`src/design/dqe_pkg.sv`:
```
// Package with the types, codes and sizes shared by the double-ended queue files.
`timescale 1ns / 1ps
`default_nettype none

package dqe_pkg;

	localparam int CAPACITY = 1024;
	localparam int PTR_W    = $clog2(CAPACITY);
	localparam int CNT_W    = $clog2(CAPACITY + 1);
	localparam int DATA_W   = 32;
	localparam int CMD_W    = 3;
	localparam int POS_W    = 10;
	localparam int ST_W     = 2;

	typedef enum logic [CMD_W-1:0] {
		CMD_PUSH_BACK  = 3'd0,
		CMD_POP_BACK   = 3'd1,
		CMD_PUSH_FRONT = 3'd2,
		CMD_POP_FRONT  = 3'd3,
		CMD_READ       = 3'd4,
		CMD_WRITE      = 3'd5
	} cmd_t;

	typedef enum logic [ST_W-1:0] {
		ST_OK    = 2'd0,
		ST_FULL  = 2'd1,
		ST_EMPTY = 2'd2,
		ST_RANGE = 2'd3
	} status_t;

	typedef struct packed {
		logic              we;
		logic              re;
		logic [PTR_W-1:0]  addr;
		logic [DATA_W-1:0] wdata;
	} mem_req_t;

	typedef struct packed {
		logic             is_read;
		logic [CNT_W-1:0] occupancy;
		status_t          status;
	} rsp_info_t;

endpackage

`default_nettype wire

```
`src/design/dqe_ctrl.sv`:
```
// Front pointer and element count, command decode and store access generation.
`timescale 1ns / 1ps
`default_nettype none

module dqe_ctrl (
	input  wire logic                      clk,
	input  wire logic                      arst_n,
	input  wire logic                      take,
	input  wire logic [dqe_pkg::CMD_W-1:0] cmd,
	input  wire logic [dqe_pkg::DATA_W-1:0] value,
	input  wire logic [dqe_pkg::POS_W-1:0] position,
	output dqe_pkg::mem_req_t              mem_req,
	output dqe_pkg::rsp_info_t             info
);
	import dqe_pkg::*;

	logic [PTR_W-1:0] front_q;
	logic [CNT_W-1:0] count_q;
	logic [PTR_W-1:0] front_d;
	logic [CNT_W-1:0] count_d;
	logic             full;
	logic             empty;
	logic             in_range;
	logic [PTR_W-1:0] pos_slot;

	assign full     = (count_q == CNT_W'(CAPACITY));
	assign empty    = (count_q == '0);
	assign in_range = (CNT_W'(position) < count_q);
	assign pos_slot = front_q + PTR_W'(position);

	always_comb begin
		front_d       = front_q;
		count_d       = count_q;
		mem_req.we    = 1'b0;
		mem_req.re    = 1'b0;
		mem_req.addr  = pos_slot;
		mem_req.wdata = value;
		info.is_read  = 1'b0;
		info.status   = ST_OK;
		unique case (cmd)
			CMD_PUSH_BACK: begin
				if (full) begin
					info.status = ST_FULL;
				end else begin
					mem_req.we   = take;
					mem_req.addr = front_q + count_q[PTR_W-1:0];
					count_d      = count_q + 1'b1;
				end
			end
			CMD_POP_BACK: begin
				if (empty) begin
					info.status = ST_EMPTY;
				end else begin
					count_d = count_q - 1'b1;
				end
			end
			CMD_PUSH_FRONT: begin
				if (full) begin
					info.status = ST_FULL;
				end else begin
					front_d      = front_q - 1'b1;
					mem_req.we   = take;
					mem_req.addr = front_q - 1'b1;
					count_d      = count_q + 1'b1;
				end
			end
			CMD_POP_FRONT: begin
				if (empty) begin
					info.status = ST_EMPTY;
				end else begin
					front_d = front_q + 1'b1;
					count_d = count_q - 1'b1;
				end
			end
			CMD_READ: begin
				if (!in_range) begin
					info.status = ST_RANGE;
				end else begin
					mem_req.re   = take;
					info.is_read = 1'b1;
				end
			end
			CMD_WRITE: begin
				if (!in_range) begin
					info.status = ST_RANGE;
				end else begin
					mem_req.we = take;
				end
			end
			default: begin
			end
		endcase
		info.occupancy = count_d;
	end

	always_ff @(posedge clk or negedge arst_n) begin
		if (!arst_n) begin
			front_q <= '0;
			count_q <= '0;
		end else if (take) begin
			front_q <= front_d;
			count_q <= count_d;
		end
	end

endmodule

`default_nettype wire

```
`config.mk`:
```
export PLATFORM = sky130hd
export DESIGN_NAME = dqe_ctrl
export DESIGN_NICKNAME = d
export VERILOG_FILES = /design/src/design/dqe_pkg.sv /design/src/design/dqe_ctrl.sv
export SDC_FILE = /design/constraint.sdc
export NUM_CORES = 1
export LEC_CHECK = 0
export ABC_AREA = 1
export BUFFER_PORTS_ARGS = -buffer_cell sky130_fd_sc_hd__buf_2
export CORE_ASPECT_RATIO = 1.25
export CORE_MARGIN = 8
export CORE_UTILIZATION = 40
export DETAILED_ROUTE_END_ITERATION = 16
export PLACE_DENSITY_LB_ADDON = 0.12
export RECOVER_POWER = 50
export SLEW_MARGIN = 10
export SYNTH_ARGS = -nofsm -noshare
export SYNTH_HDL_FRONTEND = slang
export SYNTH_SLANG_ARGS = --single-unit
```
`constraint.sdc`:
```
create_clock -name clk -period 1.8 [get_ports clk]
set_clock_uncertainty 0.1 [all_clocks]
set_input_delay 0.18 -clock clk [delete_from_list [all_inputs] [get_ports clk]]
set_output_delay 0.18 -clock clk [all_outputs]
set_load 0.005 [all_outputs]
```
==> metrics, run 1 <==
number of flops mapped to enable cells by yosys 0; Slew @ Worst Pin 0.628 ns; Placer Congestion 0.974; vias in the first global route 4514; vias post-DR 4462; Via density 5.27; HPWL Detailed 10900 µm; Required @ worst endpoint 1.52 ns; failing checks negative setup slack; Peak Freq 428 MHz; post-synthesis sequential area ratio 0.143; Slew Viols, Final 0; antenna cells 0; 1st-iter DRT viols 173; Die Wd 102 µm; R2R setup slack -0.34 ns; Setup violations, final 43; outcome complete, but fails checks; total track usage 0.227; global-route wire length before repair 22200 µm; fraction of layout cells with a size suffix above 1 0.456; full die area 12500 µm²; crit-path max FO 4; post-synthesis cell count 589; Leakage 2.79 nW; fin worst setup slack -0.534 ns; Cell Pwr Density 1700 nW/µm²; ys async rst share 1.00; Synth Flop Type dfrtp_1; Clock Pin Slew Worst Setup and Hold Paths 0.07 ns; largest net degree at the start of global routing 22; I/O Buffers 41; Worst Min Path Start take; CTS tree done; total CTS buffers 3; # IOs 106; RSZ-0062 raised after global routing yes; most frequent cells in the layout 167 x nand2_1, 106 x buf_4, 44 x inv_1; worst hold path class in -> reg; Arr. time, crit path 2.05 ns; starting density of the core 0.406; CTS max path bufs 2; pre-CTS setup slack -0.290 ns; max_slew headroom 0.581; synthesized flop and latch total 21; most common cell after layout, fill and taps aside nand2_1; Nets 806; Rows 39; Root Buffer clkbuf_16; Synth cell types 41; minimum hold slack 0.164 ns; drt total wl 14200 µm; RR Startpoint count_q[4]$_DFFE_PN0P_; Final period util 1.30; Mean Syn Cell Area 6.22 µm²; # H-tree levels 1; area grow syn2layout 52.6%; max-cap violations 0; antenna violations before repair 0; Num Clock Sinks 21; Yosys warnings 0; core box area 9030 µm²; startpoint types flop; Max VDD drop 0.852 mV; 1st-pass router iterations 4; Post-DRT Antenna Nets 0; Hold Fails Final Rpt 0; total grt overflow 0; die height 123 µm; utilization after layout 0.620; crit end category output port; DRC Markers 0; syn_nets 670; Wirelength per Cell 16.8 µm; Mapped Area 3660 µm²; Clock Latency Late Sink 0.27 ns; Final min period 2.33 ns; critical path startpoint front_q[0]$_DFFE_PN0P_; critical path start-end classification reg -> out
## registers in the layout, summed over array words and instances, names as in the netlist
| signal | count |
|---|---|
| count_q | 11 |
| front_q | 10 |
## cells in the mapped netlist, drive strengths merged (2+ instances only)
cell,count,area [µm²]
nand3,73,388
xnor2,6,52.6
ha,31,388
clkbuf,2,7.51
inv,58,218
a21o,2,15.0
nand2,193,752
o22ai,2,12.5
dfrtp,21,526
buf,46,367
nor3,9,50.1
nand4,23,144
a21oi,16,80.1
or2,2,12.5
o211ai,3,22.5
o21ai,33,176
nand3b,5,37.5
xor2,12,105
nor2,40,190
fa,2,40.0
mux2i,3,30.0
## cell families (layout without fill, tap and decap cells)
family	after synthesis	in the layout	share of synthesized area
compound gates	61	61	0.0942
xor+xnor	18	18	0.0430
fa+ha+maj	33	33	0.117
buf+inv	107	242	0.163
flops	21	21	0.143
mux	3	3	0.00819
simple gates	346	346	0.432
## routing by layer
layer,share of wire,global-route usage,vias up,wire length (µm)
met2,0.53,0.440,135,7560
met5,0,0,-,0
met3,0.042,0.0248,35,597
met1,0.39,0.240,2106,5470
met4,0.039,0.0896,0,557
li1,-,-,2186,-
## metrics by stage
stage	instances	TNS [ns]	power [mW]	instance area, µm²
floorplan	589	-0.0314	4.43	3700
global placement	812	-3.50	6.89	4500
detailed placement	812	-4.29	6.94	4500
CTS	832	-10.61	8.62	5170
global route	847	-18.13	10.3	5590
finish	847	-13.92	9.52	5590
## report_power, final
group | switching [mW] | internal (mW)
logic | 3.99 | 3.97
clock network | 0.215 | 0.301
registers | 0.349 | 0.693
## final timing paths
kind / end / cells past startpoint
worst max-delay path: mem_req[38] / 12
worst max register to register: front_q[7]$_DFFE_PN0P_ / 15
max in group asynchronous: front_q[5]$_DFFE_PN0P_ / 2
min in group asynchronous: front_q[2]$_DFFE_PN0P_ / 2
worst min-delay path: count_q[1]$_DFFE_PN0P_ / 3
worst min register to register: front_q[9]$_DFFE_PN0P_ / 2
## worst max-delay path, cell delays in order, from the launching register on
cell and delay (ns):
dfrtp_2 0.43, ha_4 0.15, inv_2 0.04, fa_2 0.34
inv_2 0.07, buf_4 0.10, nand4_1 0.12, nand3_1 0.14
nand2_1 0.07, nand3_2 0.06, nand3_2 0.07, nand3_2 0.07
buf_2 0.11
## area by class of cell
cell class	instances	area (µm²)
tap	123	154
timing repair buffer	179	1390
clock inverter	1	5.00
sequential	21	541
multi-input combinational	461	3200
clock buffer	3	75.1
inverter	59	230
fill	849	3430
## timing repair
| action | in CTS | in global routing |
|---|---|---|
| setup buffers | 17 | 16 |
| pin swaps | 30 | 32 |
| endpoints found under the setup margin | 42 | 47 |
| hold buffers | 1 | 0 |
| endpoints found under the hold margin | 21 | 0 |
| gates resized for setup | 112 | 70 |
No activity file was read; power rests on OpenSTA's default activity.
==> run 2: changes to the inputs <==
==> constraint.sdc (replaced) <==
create_clock -name clk -period 2.6 [get_ports clk]
set_clock_uncertainty 0.1 [all_clocks]
set_input_delay 0.26 -clock clk [delete_from_list [all_inputs] [get_ports clk]]
set_output_delay 0.26 -clock clk [all_outputs]
set_load 0.005 [all_outputs]
==> run 2 against run 1 <==
The flow finishes with violations (max-capacitance violations, max-slew violations). Register-to-register slack improved by 0.80 ns. Core utilization is 18 points lower. Power is 53% lower. Die area is the same. Critical path type unchanged. Largest power group unchanged.
==> metrics, run 2 (synthesized netlist as in run 1, its figures left out) <==
outcome complete, but fails checks; failing checks max-capacitance violations, max-slew violations; Nets 687 (-15%); DRC Markers 0 (unchanged); full die area 12500 µm² (unchanged); Pwr Total 4.45 mW (-53%); top flop regs count_q x11, front_q x10; Rows 39 (unchanged); Final min period 2.52 ns; vias post-DR 3956 (-11%); multi-input gate area in the final layout 2590 µm² (-19%); non-filler instance count after layout 728 (-14%); total track usage 0.200 (-0.0269); Slew @ Worst Pin 1.53 ns (+0.899 ns); CP dominant cell by count nand3_1; Largest Register count_q; Post-DRT Antenna Nets 0 (unchanged); R2R setup slack 0.46 ns (+0.80 ns); core box area 9030 µm² (unchanged); critical register-to-register path endpoint front_q[0]$_DFFE_PN0P_; setup TNS 0 ns (+13.92 ns); Num Clock Sinks 21 (unchanged); RSZ-0062 raised after global routing yes; Slew Viols, Final 22 (+22); vias in the first global route 3962 (-12%); largest net degree at the start of global routing 22 (unchanged); Leakage 2.06 nW (-26%); worst hold path class in -> reg; crit-path max FO 5 (+1); critical path startpoint count_q[8]$_DFFE_PN0P_; starting density of the core 0.406 (unchanged); Via density 5.43 (+3.2%); antenna violations before repair 0 (unchanged); fraction of layout cells with a size suffix above 1 0.175 (-0.281); most common cell after layout, fill and taps aside nand2_1; global-route wire length before repair 19500 µm (-12%); critical path start-end classification reg -> out; Placer Congestion 0.950 (-2.5%); Setup violations, final 0 (-100%); # IOs 106 (unchanged); Max VDD drop 0.479 mV (-44%); HPWL Detailed 9830 µm (-10%); RR Startpoint count_q[1]$_DFFE_PN0P_; most frequent cells in the layout 186 x nand2_1, 69 x nand3_1, 52 x inv_1; Wirelength per Cell 17.1 µm (+2.0%); Final period util 0.971; 1st-iter DRT viols 258 (+49%); Cell Chain, Critical Path inv_1, ha_1, a21o_1, a22oi_1, nand3_1, nand3_1, o21ai_0, buf_2; max-cap violations 1 (+1); drt total wl 12400 µm (-12%); Cell Pwr Density 1130 nW/µm² (-34%); minimum hold slack 0.320 ns (+0.156 ns); crit end category output port; 1st-pass router iterations 5 (+1); antenna cells 0 (unchanged); I/O Buffers 41 (unchanged); total grt overflow 0 (unchanged); # H-tree levels 1 (unchanged); # fillers 987 (+16%); startpoint types flop; Root Buffer clkbuf_16; Die Wd 102 µm (unchanged); # placed instances 721 (-11%); flip-flop and latch area 537 µm² (-0.69%); CTS tree done; Peak Freq 396 MHz; total CTS buffers 3 (unchanged); Largest stage delay, worst path 0.41 ns (-0.02 ns); R2R depth 12 (-3); die height 123 µm (unchanged); Hold Fails Final Rpt 0 (unchanged); Required @ worst endpoint 2.24 ns (+0.72 ns); max_slew headroom -0.0181 (-0.599); CTS max path bufs 2 (unchanged); CP max stage cell dfrtp_1; area grow syn2layout 7.72%; max reg flops 11 (unchanged); Clock Pin Slew Worst Setup and Hold Paths 0.07 ns (about the same); Clock Latency Late Sink 0.26 ns (about the same); Critical Path End info[0]; Arr. time, crit path 2.16 ns (+0.11 ns)
==> run 2: cell types whose count changed in the layout (fill, tap and decap cells not counted), sizes merged <==
cell    delta
buf      -120
clkbuf     +2
clkinv     -1
==> run 2: worst min-delay path by stage <==
stage / cells past startpoint / from / endpoint / slack, ns
global placement: 1 / arst_n / front_q[2]$_DFFE_PN0P_ / 0.20
floorplan: 0 / arst_n / count_q[0]$_DFFE_PN0P_ / -0.14
finish: 4 / take / count_q[9]$_DFFE_PN0P_ / 0.32
detailed placement: 1 / arst_n / front_q[2]$_DFFE_PN0P_ / 0.19
CTS: 4 / take / count_q[7]$_DFFE_PN0P_ / 0.32
global route: 4 / take / count_q[1]$_DFFE_PN0P_ / 0.37
==> run 2: where the power goes <==
part / total (mW) / leakage (nW) / switching, mW / internal [mW]
Combinational: 3.33 / 1.76 / 2.04 / 1.29
Sequential: 0.761 / 0.261 / 0.287 / 0.475
Clock: 0.356 / 0.0382 / 0.146 / 0.210
==> run 2: layout make-up <==
type | instances | area share
multi-input combinational | 461 | 0.657
sequential | 21 | 0.136
timing repair buffer | 60 | 0.0916
inverter | 59 | 0.0561
tap | 123 | 0.0390
clock buffer | 4 | 0.0200
==> run 2: critical path: cells and delay by family (launching register included) <==
| kind | cells | cell delay [ns] |
|---|---|---|
| AO/OA/AOI/OAI | 3 | 0.57 |
| flip-flops | 1 | 0.41 |
| AND/OR/NAND/NOR | 2 | 0.36 |
| buffers and inverters | 2 | 0.31 |
| adder cells (fa/ha/maj) | 1 | 0.27 |
==> run 2: stage by stage <==
step / instance area (µm²) / utilization / setup WS, ns
2_1_floorplan: 3660 / - / 0.533
3_3_place_gp: 3770 / 0.418 / 0.253
3_5_place_dp: 3770 / 0.418 / 0.181
4_1_cts: 3870 / 0.429 / 0.00228
5_1_grt: 3950 / 0.437 / -0.0490
6_report: 3950 / 0.437 / 0.0766
==> run 2: timing repair <==
item / CTS / global route
endpoints found under the hold margin: 21 / 0
resized for setup: 3 / 20
setup endpoints to repair: 5 / 9
buffers inserted: 1 / 1
pin swaps: 0 / 1
hold buffers: 1 / 0
==> run 2: routing by layer <==
layer / share of wire / vias to the layer above / track usage
met4: 0.020 / 0 / 0.0756
met3: 0.057 / 16 / 0.0231
met2: 0.52 / 132 / 0.370
met5: 0 / - / 0
met1: 0.41 / 1860 / 0.227
li1: - / 1948 / -
==> run 3: changes to the inputs <==
--- a/config.mk
+++ b/config.mk
@@ -13,6 +13,7 @@
 export DETAILED_ROUTE_END_ITERATION = 16
 export PLACE_DENSITY_LB_ADDON = 0.12
 export RECOVER_POWER = 50
+export SETUP_SLACK_MARGIN = 0.1
 export SLEW_MARGIN = 10
 export SYNTH_ARGS = -nofsm -noshare
 export SYNTH_HDL_FRONTEND = slang
==> run 3 against run 2 <==
The run ends with max-capacitance violations left. Via count is 2.7% higher. Power is 8.2% higher. Fmax is 2.6% higher. Cell area is 6.5% higher. Sequential power is 0.8% higher. Largest cell class unchanged. Highest routed layer unchanged.
==> metrics, run 3 (synthesized netlist as in run 1, its figures left out) <==
critical path start-end classification reg -> out; 1st-pass router iterations 7 (+2); Clock Latency Late Sink 0.26 ns (about the same); # IOs 106 (unchanged); Via density 5.49 (+1.0%); max-cap violations 1 (unchanged); CTS max path bufs 2 (unchanged); critical path startpoint front_q[0]$_DFFE_PN0P_; total grt overflow 0 (unchanged); # fillers 965 (-2.2%); Critical Path End mem_req[40]; antenna cells 0 (unchanged); crit-path max FO 4 (-1); RR Startpoint count_q[6]$_DFFE_PN0P_; Worst path depth 14 (+6); Switching Share 0.541 (-0.0141); Wirelength per Cell 17.3 µm (+1.1%); fraction of layout cells with a size suffix above 1 0.240 (+0.0647); Required @ worst endpoint 2.24 ns (about the same); vias in the first global route 3974 (+0.30%); pre-CTS setup slack 0.181 ns (unchanged); total track usage 0.201 (+0.00178); multi-input gate area in the final layout 2750 µm² (+6.1%); Peak Freq 407 MHz (+2.6%); Arr. time, crit path 2.10 ns (-0.06 ns); R2R setup slack 0.48 ns (+0.02 ns); global-route wire length before repair 19700 µm (+1.0%); # H-tree levels 1 (unchanged); fin worst setup slack 0.141 ns (+0.0646 ns); Buf+Inv Stages, Crit Path 3 (+1); drt total wl 12800 µm (+2.7%); die height 123 µm (unchanged); vias post-DR 4062 (+2.7%); Max VDD drop 0.469 mV (-2.2%); CP dominant cell by count nand2_1; Nets 699 (+1.7%); Root Buffer clkbuf_16; Largest stage delay, worst path 0.43 ns (+0.02 ns); full die area 12500 µm² (unchanged); crit-path leading delay family adder cells; core box area 9030 µm² (unchanged); startpoint types flop; worst hold path class in -> reg; outcome complete, but fails checks; CP max stage cell dfrtp_1; Final min period 2.46 ns (-0.0646 ns); top flop regs count_q x11, front_q x10; Post-DRT Antenna Nets 0 (unchanged); antenna violations before repair 0 (unchanged); Num Clock Sinks 21 (unchanged); flip-flop and latch area 539 µm² (+0.47%); Slew Viols, Final 0 (-100%); Die Wd 102 µm (unchanged); Placer Congestion 0.950 (unchanged); Pint 2.21 mW (+12%); Seq pwr share 0.159 (-0.012); sw power 2.60 mW (+5.4%); Cell Chain, Critical Path ha_2, inv_2, fa_2, inv_2, nand3_2, nand3_4, nand2_2, nand2_1, nand2_1, nand3_1, nand2_1, nand2_1, nand2_1, buf_2; starting density of the core 0.406 (unchanged); RSZ-0062 raised after global routing yes; most frequent cells in the layout 184 x nand2_1, 60 x nand3_1, 50 x inv_1; setup TNS 0 ns (unchanged); Rows 39 (unchanged); max reg flops 11 (unchanged); Final period util 0.946 (-0.0249); R2R depth 12 (unchanged); critical register-to-register path endpoint front_q[0]$_DFFE_PN0P_; Setup violations, final 0 (unchanged); largest net degree at the start of global routing 22 (unchanged); Cell Pwr Density 1140 nW/µm² (+1.6%); Clock Pin Slew Worst Setup and Hold Paths 0.07 ns (about the same); CTS tree done; Logic pwr share 0.767 (+0.018); failing checks max-capacitance violations; HPWL Detailed 9830 µm (unchanged); crit end category output port; max_slew headroom 0.00181 (+0.0199); most common cell after layout, fill and taps aside nand2_1; utilization after layout 0.466 (+0.0283); I/O Buffers 41 (unchanged); DRC Markers 0 (unchanged); Hold Fails Final Rpt 0 (unchanged); Leakage 2.15 nW (+4.2%); Clock power frac 0.074 (-0.006); Largest Register count_q; total CTS buffers 3 (unchanged); area grow syn2layout 14.7%; Slew @ Worst Pin 1.50 ns (-0.0299 ns); 1st-iter DRT viols 284 (+10%)
## run 3: how the worst min path moves through the flow
stage                     startpoint                      to  slack [ns]  cells past startpoint
after floorplan               arst_n  count_q[0]$_DFFE_PN0P_       -0.14                      0
after global placement        arst_n  front_q[2]$_DFFE_PN0P_        0.20                      1
after detailed placement      arst_n  front_q[2]$_DFFE_PN0P_        0.19                      1
after CTS                       take  count_q[7]$_DFFE_PN0P_        0.32                      4
after global routing            take  count_q[1]$_DFFE_PN0P_        0.37                      4
final                           take  count_q[9]$_DFFE_PN0P_        0.32                      4
## run 3: stage by stage
stage          cells  hold WS (ns)  power [mW]  cell area [µm²]
4_1_cts          730         0.323        4.38             3920
6_report         740         0.323        4.81             4200
3_3_place_gp     721         0.199        3.91             3770
5_1_grt          740         0.369        5.26             4200
3_5_place_dp     721         0.191        3.94             3770
2_1_floorplan    589        -0.136        3.02             3660
## run 3: worst register-to-register path, stage by stage (launching register included)
cell and delay (ns):
dfrtp_1 0.44, buf_4 0.19, nor2_1 0.11, nand2_2 0.10, nor2_8 0.17, nand3_4 0.10, buf_6 0.18, o21ai_2 0.13
inv_2 0.06, nand2_4 0.14, inv_2 0.13, nand2_1 0.08, nand2_1 0.08
## run 3: power by group through the flow
stage | clock [mW] | sequential, mW | combinational (mW)
after floorplan | 0 | 0.613 | 2.41
after global placement | 0 | 0.755 | 3.15
after detailed placement | 0 | 0.760 | 3.18
after CTS | 0.359 | 0.742 | 3.28
after global routing | 0.369 | 0.783 | 4.11
final | 0.355 | 0.767 | 3.69
## run 3: timing repair
item                                   CTS  global route
pin swaps                                1            11
endpoints found under the hold margin   21             0
buffers inserted                         4            10
hold buffers                             1             0
setup endpoints to repair               10            12
gates resized for setup                 12            49
## run 3: metal layers
metal  vias to the layer above  GRT usage  part of all wire
met5                         -          0                 0
met4                         0     0.0775             0.032
met3                        33     0.0231             0.057
met2                       148      0.374              0.51
met1                      1909      0.227              0.40
li1                       1972          -                 -
## run 3: final cells by class
class	instances	share of cell area
Clock buffer	4	0.0188
Inverter	59	0.0527
Multi-Input combinational cell	461	0.655
Sequential cell	21	0.128
Tap cell	123	0.0366
Timing Repair Buffer	72	0.108
